**config.mk**
```make
export PLATFORM = sky130hd
export DESIGN_NAME = booth_signed_multiplier
export DESIGN_NICKNAME = d
export VERILOG_FILES = /design/src/rtl/core/bsm_pkg.sv /design/src/rtl/core/bsm_datapath.sv /design/src/rtl/core/bsm_controller.sv /design/src/rtl/core/booth_signed_multiplier.sv
export SDC_FILE = /design/constraint.sdc
export NUM_CORES = 1
export LEC_CHECK = 0
export BUFFER_PORTS_ARGS = -buffer_cell sky130_fd_sc_hd__buf_2
export CORE_MARGIN = 8
export CORE_UTILIZATION = 60
export CTS_CLUSTER_DIAMETER = 40
export DETAILED_ROUTE_END_ITERATION = 8
export PLACE_DENSITY = 0.81
export SLEW_MARGIN = 20
export SYNTH_ARGS = -nofsm -noshare
export SYNTH_HDL_FRONTEND = slang
export SYNTH_HIERARCHICAL = 1
export SYNTH_SLANG_ARGS = --single-unit
```
**constraint.sdc**
```tcl
create_clock -name clk -period 5.6 [get_ports clk]
set_clock_uncertainty 0.05 [all_clocks]
set_input_delay 0 -clock clk [delete_from_list [all_inputs] [get_ports clk]]
set_output_delay 0 -clock clk [all_outputs]
set_load 0.01 [all_outputs]
```
**src/rtl/core/bsm_pkg.sv**
```systemverilog
// Package for the Booth multiplier: widths, controller states and control structs.
package bsm_pkg;

  localparam int unsigned OPERAND_BITS      = 8;
  localparam int unsigned PRODUCT_BITS      = 16;
  localparam int unsigned CFG_BITS          = 4;
  localparam int unsigned DEFAULT_MAX_WIDTH = 8;
  localparam logic [CFG_BITS-1:0] WIDTH_RESET = 4'd8;

  typedef enum logic [0:0] {
    ST_IDLE,
    ST_RUN
  } bsm_state_t;

  // Controller to datapath
  typedef struct packed {
    logic load;
    logic step;
  } bsm_cmd_t;

  // Datapath to controller
  typedef struct packed {
    logic last;
  } bsm_status_t;

endpackage

```
**src/rtl/core/bsm_datapath.sv**
```systemverilog
// Booth datapath: operand load, add/subtract and shift step, step counter, product register.
module bsm_datapath #(
  parameter int unsigned MAX_WIDTH = bsm_pkg::DEFAULT_MAX_WIDTH
) (
  input  logic                                    clk,
  input  logic                                    rst,
  input  logic        [bsm_pkg::CFG_BITS-1:0]     operand_width,
  input  logic signed [bsm_pkg::OPERAND_BITS-1:0] multiplicand,
  input  logic signed [bsm_pkg::OPERAND_BITS-1:0] multiplier,
  input  bsm_pkg::bsm_cmd_t                       cmd,
  output bsm_pkg::bsm_status_t                    status,
  output logic signed [bsm_pkg::PRODUCT_BITS-1:0] product
);
  import bsm_pkg::*;

  localparam int unsigned WW = $clog2(MAX_WIDTH + 1);
  localparam int unsigned AW = MAX_WIDTH + 2;          // accumulator, sign-extended above eff_w
  localparam int unsigned PW = AW + MAX_WIDTH;         // accumulator : multiplier
  localparam int unsigned EW = (AW > OPERAND_BITS) ? AW : OPERAND_BITS;
  localparam int unsigned IW = $clog2(EW);
  localparam int unsigned XW = (PW > PRODUCT_BITS) ? PW : PRODUCT_BITS;
  localparam int unsigned SW = $clog2(MAX_WIDTH);

  localparam logic [1:0] PAIR_SUB = 2'b10;
  localparam logic [1:0] PAIR_ADD = 2'b01;

  logic        [WW-1:0] eff_w;
  logic        [IW-1:0] sign_sel;
  logic signed [EW-1:0] mc_ext;
  logic signed [EW-1:0] mp_ext;
  logic                 mc_sign;
  logic        [AW-1:0] m_load;

  logic        [AW-1:0] m;
  logic        [PW-1:0] p;
  logic                 qm1;
  logic        [WW-1:0] cnt;

  logic        [AW-1:0] a_cur;
  logic        [AW-1:0] a_sum;
  logic        [AW-1:0] a_wrap;
  logic        [PW-1:0] p_next;
  logic        [SW-1:0] shamt;
  logic signed [XW-1:0] p_ext;
  logic signed [XW-1:0] p_adj;

  // Clamp the width register to 1..MAX_WIDTH
  always_comb begin
    if (operand_width == '0) begin
      eff_w = WW'(1);
    end else if (32'(operand_width) > MAX_WIDTH) begin
      eff_w = WW'(MAX_WIDTH);
    end else begin
      eff_w = WW'(operand_width);
    end
  end

  // Multiplicand: keep the low eff_w bits, sign-extended from bit eff_w-1
  assign mc_ext   = EW'(multiplicand);
  assign mp_ext   = EW'(multiplier);
  assign sign_sel = IW'(eff_w - WW'(1));
  assign mc_sign  = mc_ext[sign_sel];

  always_comb begin
    for (int i = 0; i < AW; i++) begin
      m_load[i] = (32'(eff_w) > i) ? mc_ext[i] : mc_sign;
    end
  end

  // One Booth step
  assign a_cur = p[PW-1 -: AW];

  always_comb begin
    case ({p[0], qm1})
      PAIR_SUB: a_sum = a_cur - m;
      PAIR_ADD: a_sum = a_cur + m;
      default:  a_sum = a_cur;
    endcase
  end

  // Accumulator wraps at eff_w bits; the shift takes its sign from bit eff_w-1
  always_comb begin
    for (int i = 0; i < AW; i++) begin
      a_wrap[i] = (32'(eff_w) > i) ? a_sum[i] : a_sum[sign_sel];
    end
  end

  assign p_next = {a_wrap[AW-1], a_wrap, p[MAX_WIDTH-1:1]};

  // Multiplier bits above eff_w end up below the product and are shifted out
  assign shamt = SW'(MAX_WIDTH - 32'(eff_w));
  assign p_ext = XW'($signed(p_next));
  assign p_adj = p_ext >>> shamt;

  assign status.last = (cnt == WW'(1));

  always_ff @(posedge clk) begin
    if (rst) begin
      cnt <= '0;
    end else if (cmd.load) begin
      cnt <= eff_w;
    end else if (cmd.step) begin
      cnt <= cnt - WW'(1);
    end
  end

  always_ff @(posedge clk) begin
    if (cmd.load) begin
      m   <= m_load;
      p   <= {AW'(0), mp_ext[MAX_WIDTH-1:0]};
      qm1 <= 1'b0;
    end else if (cmd.step) begin
      p   <= p_next;
      qm1 <= p[0];
    end
  end

  always_ff @(posedge clk) begin
    if (cmd.step && status.last) begin
      product <= p_adj[PRODUCT_BITS-1:0];
    end
  end

endmodule

```
**src/rtl/core/bsm_controller.sv**
```systemverilog
// Booth controller: idle/run state machine and the done strobe.
module bsm_controller (
  input  logic                 clk,
  input  logic                 rst,
  input  logic                 start,
  input  bsm_pkg::bsm_status_t status,
  output bsm_pkg::bsm_cmd_t    cmd,
  output logic                 busy,
  output logic                 done
);
  import bsm_pkg::*;

  bsm_state_t state;
  bsm_state_t state_next;
  logic       done_next;

  always_comb begin
    case (state)
      ST_IDLE: state_next = start ? ST_RUN : ST_IDLE;
      ST_RUN:  state_next = status.last ? ST_IDLE : ST_RUN;
      default: state_next = ST_IDLE;
    endcase
  end

  always_comb begin
    case (state)
      ST_IDLE: begin
        cmd.load  = start;
        cmd.step  = 1'b0;
        busy      = 1'b0;
        done_next = 1'b0;
      end
      ST_RUN: begin
        cmd.load  = 1'b0;
        cmd.step  = 1'b1;
        busy      = 1'b1;
        done_next = status.last;
      end
      default: begin
        cmd.load  = 1'b0;
        cmd.step  = 1'b0;
        busy      = 1'b0;
        done_next = 1'b0;
      end
    endcase
  end

  always_ff @(posedge clk) begin
    if (rst) begin
      state <= ST_IDLE;
      done  <= 1'b0;
    end else begin
      state <= state_next;
      done  <= done_next;
    end
  end

endmodule

```
**src/rtl/core/booth_signed_multiplier.sv**
```systemverilog
// Top level of the radix-2 Booth signed multiplier.
//
//   channel  | handshake                | payload
//   ---------+--------------------------+----------------------------------
//   input    | start, busy              | multiplicand[7:0], multiplier[7:0]
//   result   | done (one-cycle strobe)  | product[15:0]
//   config   | cfg_valid, cfg_ready     | cfg_data[3:0] (operand_width)
//
// An item runs one add/subtract-and-shift step per operand bit, W =
// operand_width clamped to 1..MAX_WIDTH, through a single adder; the product
// appears with done in the cycle after the last step, and start is taken
// again in that same cycle.
// Reset is synchronous; it returns to idle and sets operand_width to 8.
// The receiver cannot stall; cfg_ready is always high.
module booth_signed_multiplier #(
  parameter int unsigned MAX_WIDTH = bsm_pkg::DEFAULT_MAX_WIDTH
) (
  input  logic                                    clk,
  input  logic                                    rst,
  input  logic                                    start,
  output logic                                    busy,
  input  logic signed [bsm_pkg::OPERAND_BITS-1:0] multiplicand,
  input  logic signed [bsm_pkg::OPERAND_BITS-1:0] multiplier,
  output logic                                    done,
  output logic signed [bsm_pkg::PRODUCT_BITS-1:0] product,
  input  logic                                    cfg_valid,
  output logic                                    cfg_ready,
  input  logic        [bsm_pkg::CFG_BITS-1:0]     cfg_data
);
  import bsm_pkg::*;

  logic [CFG_BITS-1:0] operand_width;
  bsm_cmd_t            cmd;
  bsm_status_t         status;

  assign cfg_ready = 1'b1;

  always_ff @(posedge clk) begin
    if (rst) begin
      operand_width <= WIDTH_RESET;
    end else if (cfg_valid && cfg_ready) begin
      operand_width <= cfg_data;
    end
  end

  bsm_controller u_ctrl (
    .clk    (clk),
    .rst    (rst),
    .start  (start),
    .status (status),
    .cmd    (cmd),
    .busy   (busy),
    .done   (done)
  );

  bsm_datapath #(
    .MAX_WIDTH (MAX_WIDTH)
  ) u_dp (
    .clk           (clk),
    .rst           (rst),
    .operand_width (operand_width),
    .multiplicand  (multiplicand),
    .multiplier    (multiplier),
    .cmd           (cmd),
    .status        (status),
    .product       (product)
  );

endmodule

```
# ---- Yosys cells after proc, flatten, opt, wreduce, memory -nomap -nowiden
# Index checks and enable logic that the tools add are counted.
# W data, S select, Z words.
dict set report totals {
  inputBits 24
  out_inout_bits 19
  word_cells 71
  ff_bits 54
}
dict set report classes {
  n_lt_le_gt_ge 12
  shift 1
  addsub 5
  bitwise_logic 1
  eq_ne 3
  n_mux 37
  n_reduce_logical 3
}
# op count
set ops {}
lappend ops {{$mux W1} 24}
lappend ops {{$pmux W10 S2} 1}
lappend ops {{$sshr A17 B3 Y16} 1}
lappend ops {{$gt A4 B3 Y1 const B} 4}
lappend ops {{$mux W4} 4}
lappend ops {{$mux W8} 2}
lappend ops {{$gt A4 B4 Y1 const B} 3}
lappend ops {{$add A10 B10 Y10} 1}
lappend ops {{$sub A10 B10 Y10} 1}
lappend ops {{$bmux W1 S4} 2}
lappend ops {{$gt A4 B1 Y1 const B} 2}
lappend ops {{$gt A4 B2 Y1 const B} 2}
lappend ops {{$sub A4 B1 Y4 const B} 2}
lappend ops {{$pmux W1 S2} 3}
lappend ops {{$lt A4 B5 Y1 const B} 1}
lappend ops {{$eq A4 B1 Y1 const B} 1}
lappend ops {{$logic_not A4 Y1} 1}
lappend ops {{$pmux W2 S2} 1}
lappend ops {{$sub A1 B3 Y3 const A} 1}
lappend ops {{$eq A2 B1 Y1 const B} 1}
lappend ops {{$eq A2 B2 Y1 const B} 1}
lappend ops {{$reduce_bool A2 Y1} 1}
lappend ops {{$logic_and A1 B1 Y1} 1}
lappend ops {{$not A1 Y1} 1}

# ---- Longest topological paths before layout
# Gate-level depths: netlist (run 1).
dict set report depth {
  word_depth 9
  depth_mapped 17
  depth_no_buf 14
}

# ---- Hierarchy
# The synthesis (run 1) kept the hierarchy.
# mod instances seq_area_each_um2 area_each_um2 cells_each
set modules_own_cells {}
lappend modules_own_cells {bsm_datapath 1 1301.2 3776.1 415}
lappend modules_own_cells {booth_signed_multiplier 1 80.1 155.1 15}
lappend modules_own_cells {bsm_controller 1 40.0 77.6 8}

# ---- Worst setup path after synthesis (run 1)
# OpenSTA, ideal clock, no wires.
dict set report synth_path {
  path_type {register -> register}
  from {register operand_width[2]}
  to {register u_dp/product[6] in the netlist's numbering (data pin)}
  n_path_buf 5
  stages_incl_launch_ff 17
  t_required_ps 5278
  synth_period_minus_slack_ps 3889
  slack_ps 1711
  setup_ps 272
  arrival_time_ps 3567
  path_cell_list {dfxtp_1 -> buf_2 -> o21ba_2 -> nor2_4 -> clkbuf_1 -> clkbuf_1 -> ha_1 -> clkbuf_2 -> clkinv_1 -> a21oi_1 -> and3_2 -> mux2_4 -> o31a_1 -> buf_6 -> a21oi_2 -> mux2i_1 -> mux4_2}
}
dict set report synth_via {
  elab_chain_cells 8
  elab_cells_between_ends 29
  cone_classes {add/sub: 2; order compare: 11; shift: 1; mux: 14; reduce/logical: 1}
}
# element line_no
set synth_rtl {}
lappend synth_rtl {{start: declaration} booth_signed_multiplier.sv:32} ;# logic [CFG_BITS-1:0] operand_width;
lappend synth_rtl {{start signal: assignment} booth_signed_multiplier.sv:42} ;# operand_width <= cfg_data;
lappend synth_rtl {{$gt A4 B4 Y1} bsm_datapath.sv:51} ;# end else if (32'(operand_width) > MAX_WIDTH) begin
lappend synth_rtl {{$mux W4} bsm_datapath.sv:51}
lappend synth_rtl {{$mux W4 (*)} bsm_datapath.sv:49} ;# if (operand_width == '0) begin
lappend synth_rtl {{$sub A4 B1 Y4} bsm_datapath.sv:61} ;# assign sign_sel = IW'(eff_w - WW'(1));
lappend synth_rtl {{$bmux W1 S4} bsm_datapath.sv:84} ;# a_wrap[i] = (32'(eff_w) > i) ? a_sum[i] : a_sum[sign_sel];
lappend synth_rtl {{$mux W1 (implied by the code)} bsm_datapath.sv:84}
lappend synth_rtl {{$mux W1} bsm_datapath.sv:84}
lappend synth_rtl {{$sshr A17 B3 Y16 (*)} bsm_datapath.sv:93} ;# assign p_adj = p_ext >>> shamt;
lappend synth_rtl {{net u_dp.p_adj[6]} bsm_datapath.sv:45} ;# logic signed [XW-1:0] p_adj;
lappend synth_rtl {{end signal: assignment} bsm_datapath.sv:120} ;# product <= p_adj[PRODUCT_BITS-1:0];
lappend synth_rtl {{end: declaration} bsm_datapath.sv:12} ;# output logic signed [bsm_pkg::PRODUCT_BITS-1:0] product
# The timed path passes the listed nets; every way through them passes the cells marked *. The select of a mux whose other input is x is not followed.
# A chain may end at the register's enable or synchronous reset.

# ---- Final worst setup path (run 1)
dict set report layout_path {
  from {register operand_width[2]}
  to {register u_dp/product[9] in the netlist's numbering (data pin)}
}
# The elaborated chain is that of the path after synthesis.

==> run metrics, run 1 <==
CP max stage delay 0.64 ns; Starting DRT DRC Count 357; CTS Buffer Depth 2; crit path max-delay cell type clkinv_1; final wirelength 11.2 mm; Top delay family on crit path compound AO/OA/AOI/OAI gates; maximum VDD drop 0.214 mV; initial antenna violation count 0; Die Y 97.7 microns; final net count 532; Post-synth ARST share 0%; core area 0.00642 sq mm; Post-DRT Antenna Nets 0; FMAX 195 MHz; Vias 3613; Worst-Skew Late Latency 0.31 ns; Area growth, synth to finish 12.4%; actual slew at the worst max-slew pin 0.746 ns; Yosys reg bits 54; CTS tree done; worst path bufs/invs 3; H-tree depth 2; setup bufs post-CTS 0; commonest non-fill, non-tap cells in the layout nor2_1 (58), buf_2 (41), a21oi_1 (34), edfxtp_1 (34), nand2_1 (33); Synth cell types 72; WS Path Type flop to flop; vias in the first global route 3559; GP Congestion 0.985; Max Cap Violations 0; Final Cycle Share 91.6%; Synth area leader edfxtp_1; final max-slew violation count 0; total clock buffers created by CTS 5; sequential area share after synthesis 35.5%; largest net degree at the start of global routing 42; # DRC 0; Synth Net Count 480; Reg area 0.00142 sq mm; Worst Hold Class primary input to flop; syn avg cell area 9.15 sq um; Leak 1.85 nW; fillers 527; setup TNS 0 ns; clock period minus worst slack 5.13 ns; GRT Total Usage 23.3%; share of layout cells above drive strength 1 17.9%; Critical Path AT 5.16 ns; worst-path maximum fanout 21; # port buffers 41; final worst setup slack 0.469 ns; kind of end point of the critical path flop; mapped cell area 0.00401 sq mm; PD cells 330 mW/mm^2; post-DR vias/cell 6.36; Die ar. 0.00955 sq mm; Warnings, synthesis 6; WL/cell 19.7 microns; most common cell after layout, fill and taps aside nor2_1; WP data required 5.62 ns; CP Launch Type flop; relative slew slack 48.9%; Final Hold Vio Count 0; DP Worst Slack 0.677 ns; clk slew on worst S/H paths 0.10 ns; global-route wire length before repair 18.2 mm; multi-input logic area 0.00232 sq mm; unrepaired setup endpoints after global routing false; I/O pin count 43; Post-synth EDFFs 34; TritonRoute pass-1 iters 6; Gate Count Post-Synth 438; final hold slack 0.0196 ns; CTS Sinks 54; Synth area leaders edfxtp_1 (25%), dfxtp_1 (10%), nor2_1 (5.4%), ha_1 (5.3%), a21oi_1 (4.2%); FP Rows 29; DIE WIDTH 97.7 microns; main flop type after synthesis edfxtp_1; top cell type's share of synthesized area 25.5%; status finished, final reports clean; post-DP HPWL 8.01 mm; Initial Utilization 62.4%; Layout Cells excl Fill 568; diode count 0; clk root buf clkbuf_8; worst-path cell chain o21ba_2, nor2_4, clkinv_1, ha_1, inv_1, ha_1, clkinv_1, a31o_2, a211o_2, o31a_1, o21ai_0, mux2i_1, o211a_1; total gr overflow 0; setup violators final 0; Post-Place Cells 535
[state kept, by name, indices dropped and copies added, names as in the netlist]
name and count:
u_ctrl/done 1, u_dp/m 10, u_dp/qm1 1, u_dp/cnt 4
operand_width 4, u_ctrl/state 1, u_dp/product 16, u_dp/p 17
[synthesized netlist by cell type (7+ instances only)]
cell	count
nor3_1	10
xor2_1	10
a211oi_1	17
o21ai_0	24
mux2i_1	11
clkbuf_1	12
edfxtp_1	34
dfxtp_1	20
mux4_2	7
mux2_2	8
nor2_1	58
inv_1	22
nand2_1	33
a21oi_1	34
ha_1	17
[layer usage]
metal | GRT usage, % | part of all wire, %
met1 | 29.0 | 41
met2 | 38.5 | 48
met3 | 4.61 | 7.6
met4 | 9.47 | 3.5
met5 | 0 | 0
[what timing repair did]
item | in CTS | in global routing
hold buffers | 25 | 0
hold endpoints to repair | 22 | 0
resized for setup | 0 | 0
[through the flow]
stage,utilization (%),cell area (sq um),power (mW)
after floorplan,-,4010,1.08
after global placement,64.9,4170,1.21
after detailed placement,64.9,4170,1.23
after CTS,70.1,4500,1.47
after global routing,70.1,4500,1.58
final,70.1,4500,1.49
[worst register-to-register path, delay by kind of cell (launching register included)]
family | cells | cell delay [ns]
flops | 1 | 0.41
simple gates | 1 | 0.41
compound gates | 6 | 2.09
fa+ha+maj | 2 | 0.79
mux | 1 | 0.21
buf+inv | 3 | 0.93
[worst paths after layout]
check	cells past startpoint	startpoint	end	slack, ns
setup / recovery	13	operand_width[2]	u_dp/product[9]	0.47
hold / removal	3	multiplicand[4]	u_dp/m[4]	0.02
setup reg to reg	13	operand_width[2]	u_dp/product[9]	0.47
hold reg to reg	2	u_dp/p[10]	u_dp/p[10]	0.46
[cell type report]
class                      instances  share of cell area, %
multi-input combinational        334                   51.6
sequential                        54                   31.6
timing repair buffer              70                   10.8
tap                               77                   2.14
inverter                          25                   2.08
clock buffer                       6                   1.61
clock inverter                     2                  0.278
[cell families (layout without fill, tap and decap cells)]
family,count (synthesis),after routing,synth area share (%)
adder cells (fa/ha/maj),18,18,5.81
AO/OA/AOI/OAI,133,133,22.8
AND/OR/NAND/NOR,141,141,16.9
multiplexers,27,27,9.30
XOR/XNOR,14,14,3.06
flip-flops,54,54,35.5
other,1,1,0.0935
buffers and inverters,50,103,6.68
[where the power goes]
part           internal [mW]  leakage (nW)  switching, mW  total (mW)
registers              0.486         0.486         0.0399       0.526
logic                  0.300          1.32          0.438       0.738
clock network         0.0889        0.0432          0.133       0.222
Power figures use the tool's default switching activity.
==> run 2: changes to the inputs <==
- clock period: 5.6 -> 6.1 ns (I/O delays scaled with it)
==> run metrics, run 2 (synthesis gave the netlist of run 1 again) <==
number of flip-flops in the largest register 17 (unchanged); FP Rows 29 (unchanged); CTS tree done; fillers 511 (-3.0%); cts-stage hold buffer count 23 (-8.0%); worst-path maximum fanout 17 (-19%); Final Hold Vio Count 0 (unchanged); kind of end point of the critical path flop; relative slew slack 45.5% (-3.4 points); Largest regs u_dp/p x17, u_dp/product x16, u_dp/m x10; WS Path Type flop to flop; diode count 0 (unchanged); Critical Path AT 5.01 ns (-0.15 ns); Die ar. 0.00955 sq mm (unchanged); final wirelength 11.5 mm (+2.8%); share of layout cells above drive strength 1 18.2% (+0.28 points); post-DR vias/cell 6.41 (+0.83%); Worst Hold Class primary input to flop; Area growth, synth to finish 11.9%; largest net degree at the start of global routing 42 (unchanged); # DRC 0 (unchanged); Worst-Skew Late Latency 0.31 ns (about the same); setup violators final 0 (unchanged); total gr overflow 0 (unchanged); status finished, final reports clean; initial antenna violation count 0 (unchanged); WL/cell 20.3 microns (+3.2%); Initial Utilization 62.4% (unchanged); maximum VDD drop 0.202 mV (-5.6%); clock period minus worst slack 5.01 ns (-0.125 ns); PD cells 304 mW/mm^2 (-7.8%); Vias 3630 (+0.47%); Max Cap Violations 0 (unchanged); setup bufs post-CTS 0 (unchanged); actual slew at the worst max-slew pin 0.795 ns (+0.0494 ns); Final Power 1.36 mW (-8.2%); GRT Total Usage 24.0% (+0.77 points); vias in the first global route 3610 (+1.4%); Finished Core Util 69.8% (-0.29 points); unrepaired setup endpoints after global routing false; final max-slew violation count 0 (unchanged); TritonRoute pass-1 iters 4 (-2); H-tree depth 2 (unchanged); cts repair resizes 0 (unchanged); CTS Sinks 54 (unchanged); clk root buf clkbuf_8; commonest non-fill, non-tap cells in the layout nor2_1 (58), buf_2 (41), a21oi_1 (34), edfxtp_1 (34), nand2_1 (33); clk slew on worst S/H paths 0.10 ns (about the same); # port buffers 41 (unchanged); Die Y 97.7 microns (unchanged); Leak 1.84 nW (-0.30%); Final Cycle Share 82.1% (-9.6 points); most common cell after layout, fill and taps aside nor2_1; global-route wire length before repair 18.6 mm (+2.0%); WP data required 6.10 ns (+0.48 ns); final net count 530 (-0.38%); core area 0.00642 sq mm (unchanged); FMAX 200 MHz (+2.5%); I/O pin count 43 (unchanged); total clock buffers created by CTS 5 (unchanged); Largest Register u_dp/p; Starting DRT DRC Count 330 (-7.6%); CP Launch Type flop; post-DP HPWL 8.31 mm (+3.8%); setup TNS 0 ns (unchanged); CTS Buffer Depth 2 (unchanged); Post-DRT Antenna Nets 0 (unchanged); DIE WIDTH 97.7 microns (unchanged); GP Congestion 0.939 (-4.7%)
## run 2: stage by stage
step	hold WS, ns	std cells	cell area (sq um)	setup slack (ns)
after floorplan	0.0216	438	4010	2.21
after global placement	0.179	535	4170	1.35
after detailed placement	0.183	535	4170	1.24
after CTS	0.00487	566	4490	1.20
after global routing	0.0161	566	4490	0.699
final	0.000379	566	4490	1.09
## run 2: final cells by class
cell class | count | area (sq um) | area share [%]
Clock buffer | 6 | 72.6 | 1.62
Clock inverter | 2 | 13.8 | 0.307
Inverter | 25 | 93.8 | 2.09
Multi-Input combinational cell | 334 | 2320 | 51.8
Sequential cell | 54 | 1420 | 31.7
Tap cell | 77 | 96.3 | 2.15
Timing Repair Buffer | 68 | 465 | 10.4
## run 2: routing by layer
metal	track usage (%)	routed length [microns]
met4	6.12	168
met2	42.9	5810
met1	28.9	4780
met3	4.47	741
met5	0	0
## run 2: path summary, 6_finish.rpt
path,from,end,slack (ns),depth (start not counted)
max,operand_width[3],u_dp/product[6],1.09,12
min,multiplicand[4],u_dp/m[4],0.0004,3
max reg2reg,operand_width[3],u_dp/product[6],1.09,12
min reg2reg,u_dp/qm1,u_dp/qm1,0.48,2
## run 2: report_power, final
part	total, mW	internal, mW	switching [mW]	leakage [nW]
clock network	0.202	0.0815	0.121	0.0452
logic	0.678	0.275	0.403	1.31
registers	0.484	0.446	0.0373	0.486
total	1.36	0.803	0.561	1.84
## run 2: worst max-delay path, cell delays in order, from the launching register on
cell and delay (ns):
dfxtp_1 0.65, inv_1 0.32, nand2_1 0.22, ha_1 0.23, inv_1 0.08, ha_1 0.67, clkinv_1 0.65, a31o_2 0.43
a211o_2 0.34, o31a_1 0.25, a21oi_1 0.25, a21oi_1 0.12, mux4_2 0.48
==> run 3: changes to the inputs <==
- clock period: 6.1 -> 5.1 ns (I/O delays scaled with it)
==> run metrics, run 3 (synthesis gave the netlist of run 1 again) <==
status finished, final reports clean; total gr overflow 0 (unchanged); commonest non-fill, non-tap cells in the layout nor2_1 (58), buf_2 (41), a21oi_1 (34), edfxtp_1 (34), nand2_1 (33); # DRC 0 (unchanged); maximum VDD drop 0.224 mV (+11%); Critical Path AT 4.41 ns (-0.60 ns); post-DR vias/cell 6.34 (-1.2%); most common cell after layout, fill and taps aside nor2_1; FP Rows 29 (unchanged); number of flip-flops in the largest register 17 (unchanged); Area growth, synth to finish 13.0%; H-tree depth 2 (unchanged); CTS Sinks 54 (unchanged); total clock buffers created by CTS 5 (unchanged); worst-path maximum fanout 15 (-2); vias in the first global route 3596 (-0.39%); unrepaired setup endpoints after global routing false; global-route wire length before repair 18.0 mm (-3.4%); GRT Total Usage 22.7% (-1.3 points); Leak 1.86 nW (+1.2%); Initial Utilization 62.4% (unchanged); CTS Buffer Depth 2 (unchanged); Starting DRT DRC Count 285 (-14%); WS Path Type flop to flop; Die Y 97.7 microns (unchanged); setup TNS 0 ns (unchanged); final net count 533 (+0.57%); initial antenna violation count 0 (unchanged); Largest regs u_dp/p x17, u_dp/product x16, u_dp/m x10; TritonRoute pass-1 iters 5 (+1); largest net degree at the start of global routing 42 (unchanged); dpl cell area 0.00419 sq mm (+0.54%); Design Area, Final 0.00453 sq mm (+0.95%); WP data required 5.12 ns (-0.98 ns); Post-DRT Antenna Nets 0 (unchanged); share of layout cells above drive strength 1 18.5% (+0.30 points); WL/cell 18.8 microns (-7.5%); kind of end point of the critical path flop; DIE WIDTH 97.7 microns (unchanged); Worst-Skew Late Latency 0.31 ns (about the same); Die ar. 0.00955 sq mm (unchanged); final wirelength 10.7 mm (-7.0%); Largest Register u_dp/p; CP Launch Type flop; reg2reg start operand_width[3]; GP Congestion 0.998 (+6.3%); Worst Setup SP operand_width[3]; Vias 3605 (-0.69%); final max-slew violation count 0 (unchanged); fillers 506 (-0.98%); clk root buf clkbuf_8; clk slew on worst S/H paths 0.10 ns (about the same); Final Cycle Share 86.2% (+4.1 points); relative slew slack 48.9% (+3.4 points); cts repair resizes 0 (unchanged); diode count 0 (unchanged); FMAX 227 MHz (+14%); Final Power 1.66 mW (+22%); Worst Hold Class primary input to flop; # port buffers 41 (unchanged); CTS tree done; min-delay src multiplicand[1]; crit path max-delay cell type dfxtp_1; worst-path cell chain inv_1, nand2_1, ha_1, inv_1, ha_1, clkinv_1, buf_4, o31ai_1, a221o_2, o31a_1, o21ai_0, mux2i_1, o211a_1; Max Cap Violations 0 (unchanged); Final Hold Vio Count 0 (unchanged); post-DP HPWL 7.83 mm (-5.7%); actual slew at the worst max-slew pin 0.767 ns (-0.0279 ns); core area 0.00642 sq mm (unchanged); PD cells 367 mW/mm^2 (+21%); I/O pin count 43 (unchanged); clock period minus worst slack 4.40 ns (-0.611 ns); setup violators final 0 (unchanged); CP max stage delay 0.74 ns (+0.07 ns)
run 3: metrics by stage:
step                      std cells  hold slack [ns]  setup WS (ns)  util, %
final                           569           0.0144          0.704     70.5
after global routing            569          0.00863          0.459     70.5
after CTS                       569          0.00256          0.828     70.5
after detailed placement        538            0.168          0.869     65.3
after global placement          538            0.160          0.860     65.3
after floorplan                 438           0.0216           1.21        -
run 3: layout make-up:
class                      instances  area [sq um]  area share (%)
inverter                          25          93.8            2.07
tap                               77          96.3            2.13
multi-input combinational        334          2320            51.3
clock inverter                     1          30.0           0.663
sequential                        54          1420            31.4
timing repair buffer              71           488            10.8
clock buffer                       7          76.3            1.69
run 3: worst paths after layout:
path / slack, ns / endpoint / depth (start not counted)
worst max-delay path: 0.70 / u_dp/product[9] / 13
worst min-delay path: 0.01 / u_dp/m[1] / 3
worst max register to register: 0.70 / u_dp/product[9] / 13
worst min register to register: 0.47 / u_dp/qm1 / 2
run 3: timing repair:
action	4_1_cts	5_1_grt
buffers inserted	0	0
endpoints found under the hold margin	21	0
hold buffers	23	0
run 3: worst max-delay path, delay by kind of cell (launching register included):
family / cells / cell delay [ns]
adder cells (fa/ha/maj): 2 / 0.55
multiplexers: 1 / 0.18
buffers and inverters: 4 / 0.75
AO/OA/AOI/OAI: 5 / 1.64
AND/OR/NAND/NOR: 1 / 0.23
flip-flops: 1 / 0.74
run 3: layer usage:
metal | part of all wire, % | vias to the layer above | GRT usage (%) | routed length [microns]
li1 | - | 1709 | - | -
met1 | 42 | 1717 | 27.1 | 4490
met2 | 50 | 155 | 39.6 | 5320
met3 | 5.7 | 24 | 3.62 | 615
met4 | 2.6 | 0 | 9.47 | 274
met5 | 0 | - | 0 | 0
run 3: power by group:
| group | leakage (nW) | internal, mW | switching [mW] |
|---|---|---|---|
| clock | 0.0524 | 0.147 | 0.139 |
| combinational | 1.32 | 0.331 | 0.467 |
| sequential | 0.486 | 0.534 | 0.0430 |
| total | 1.86 | 1.01 | 0.650 |
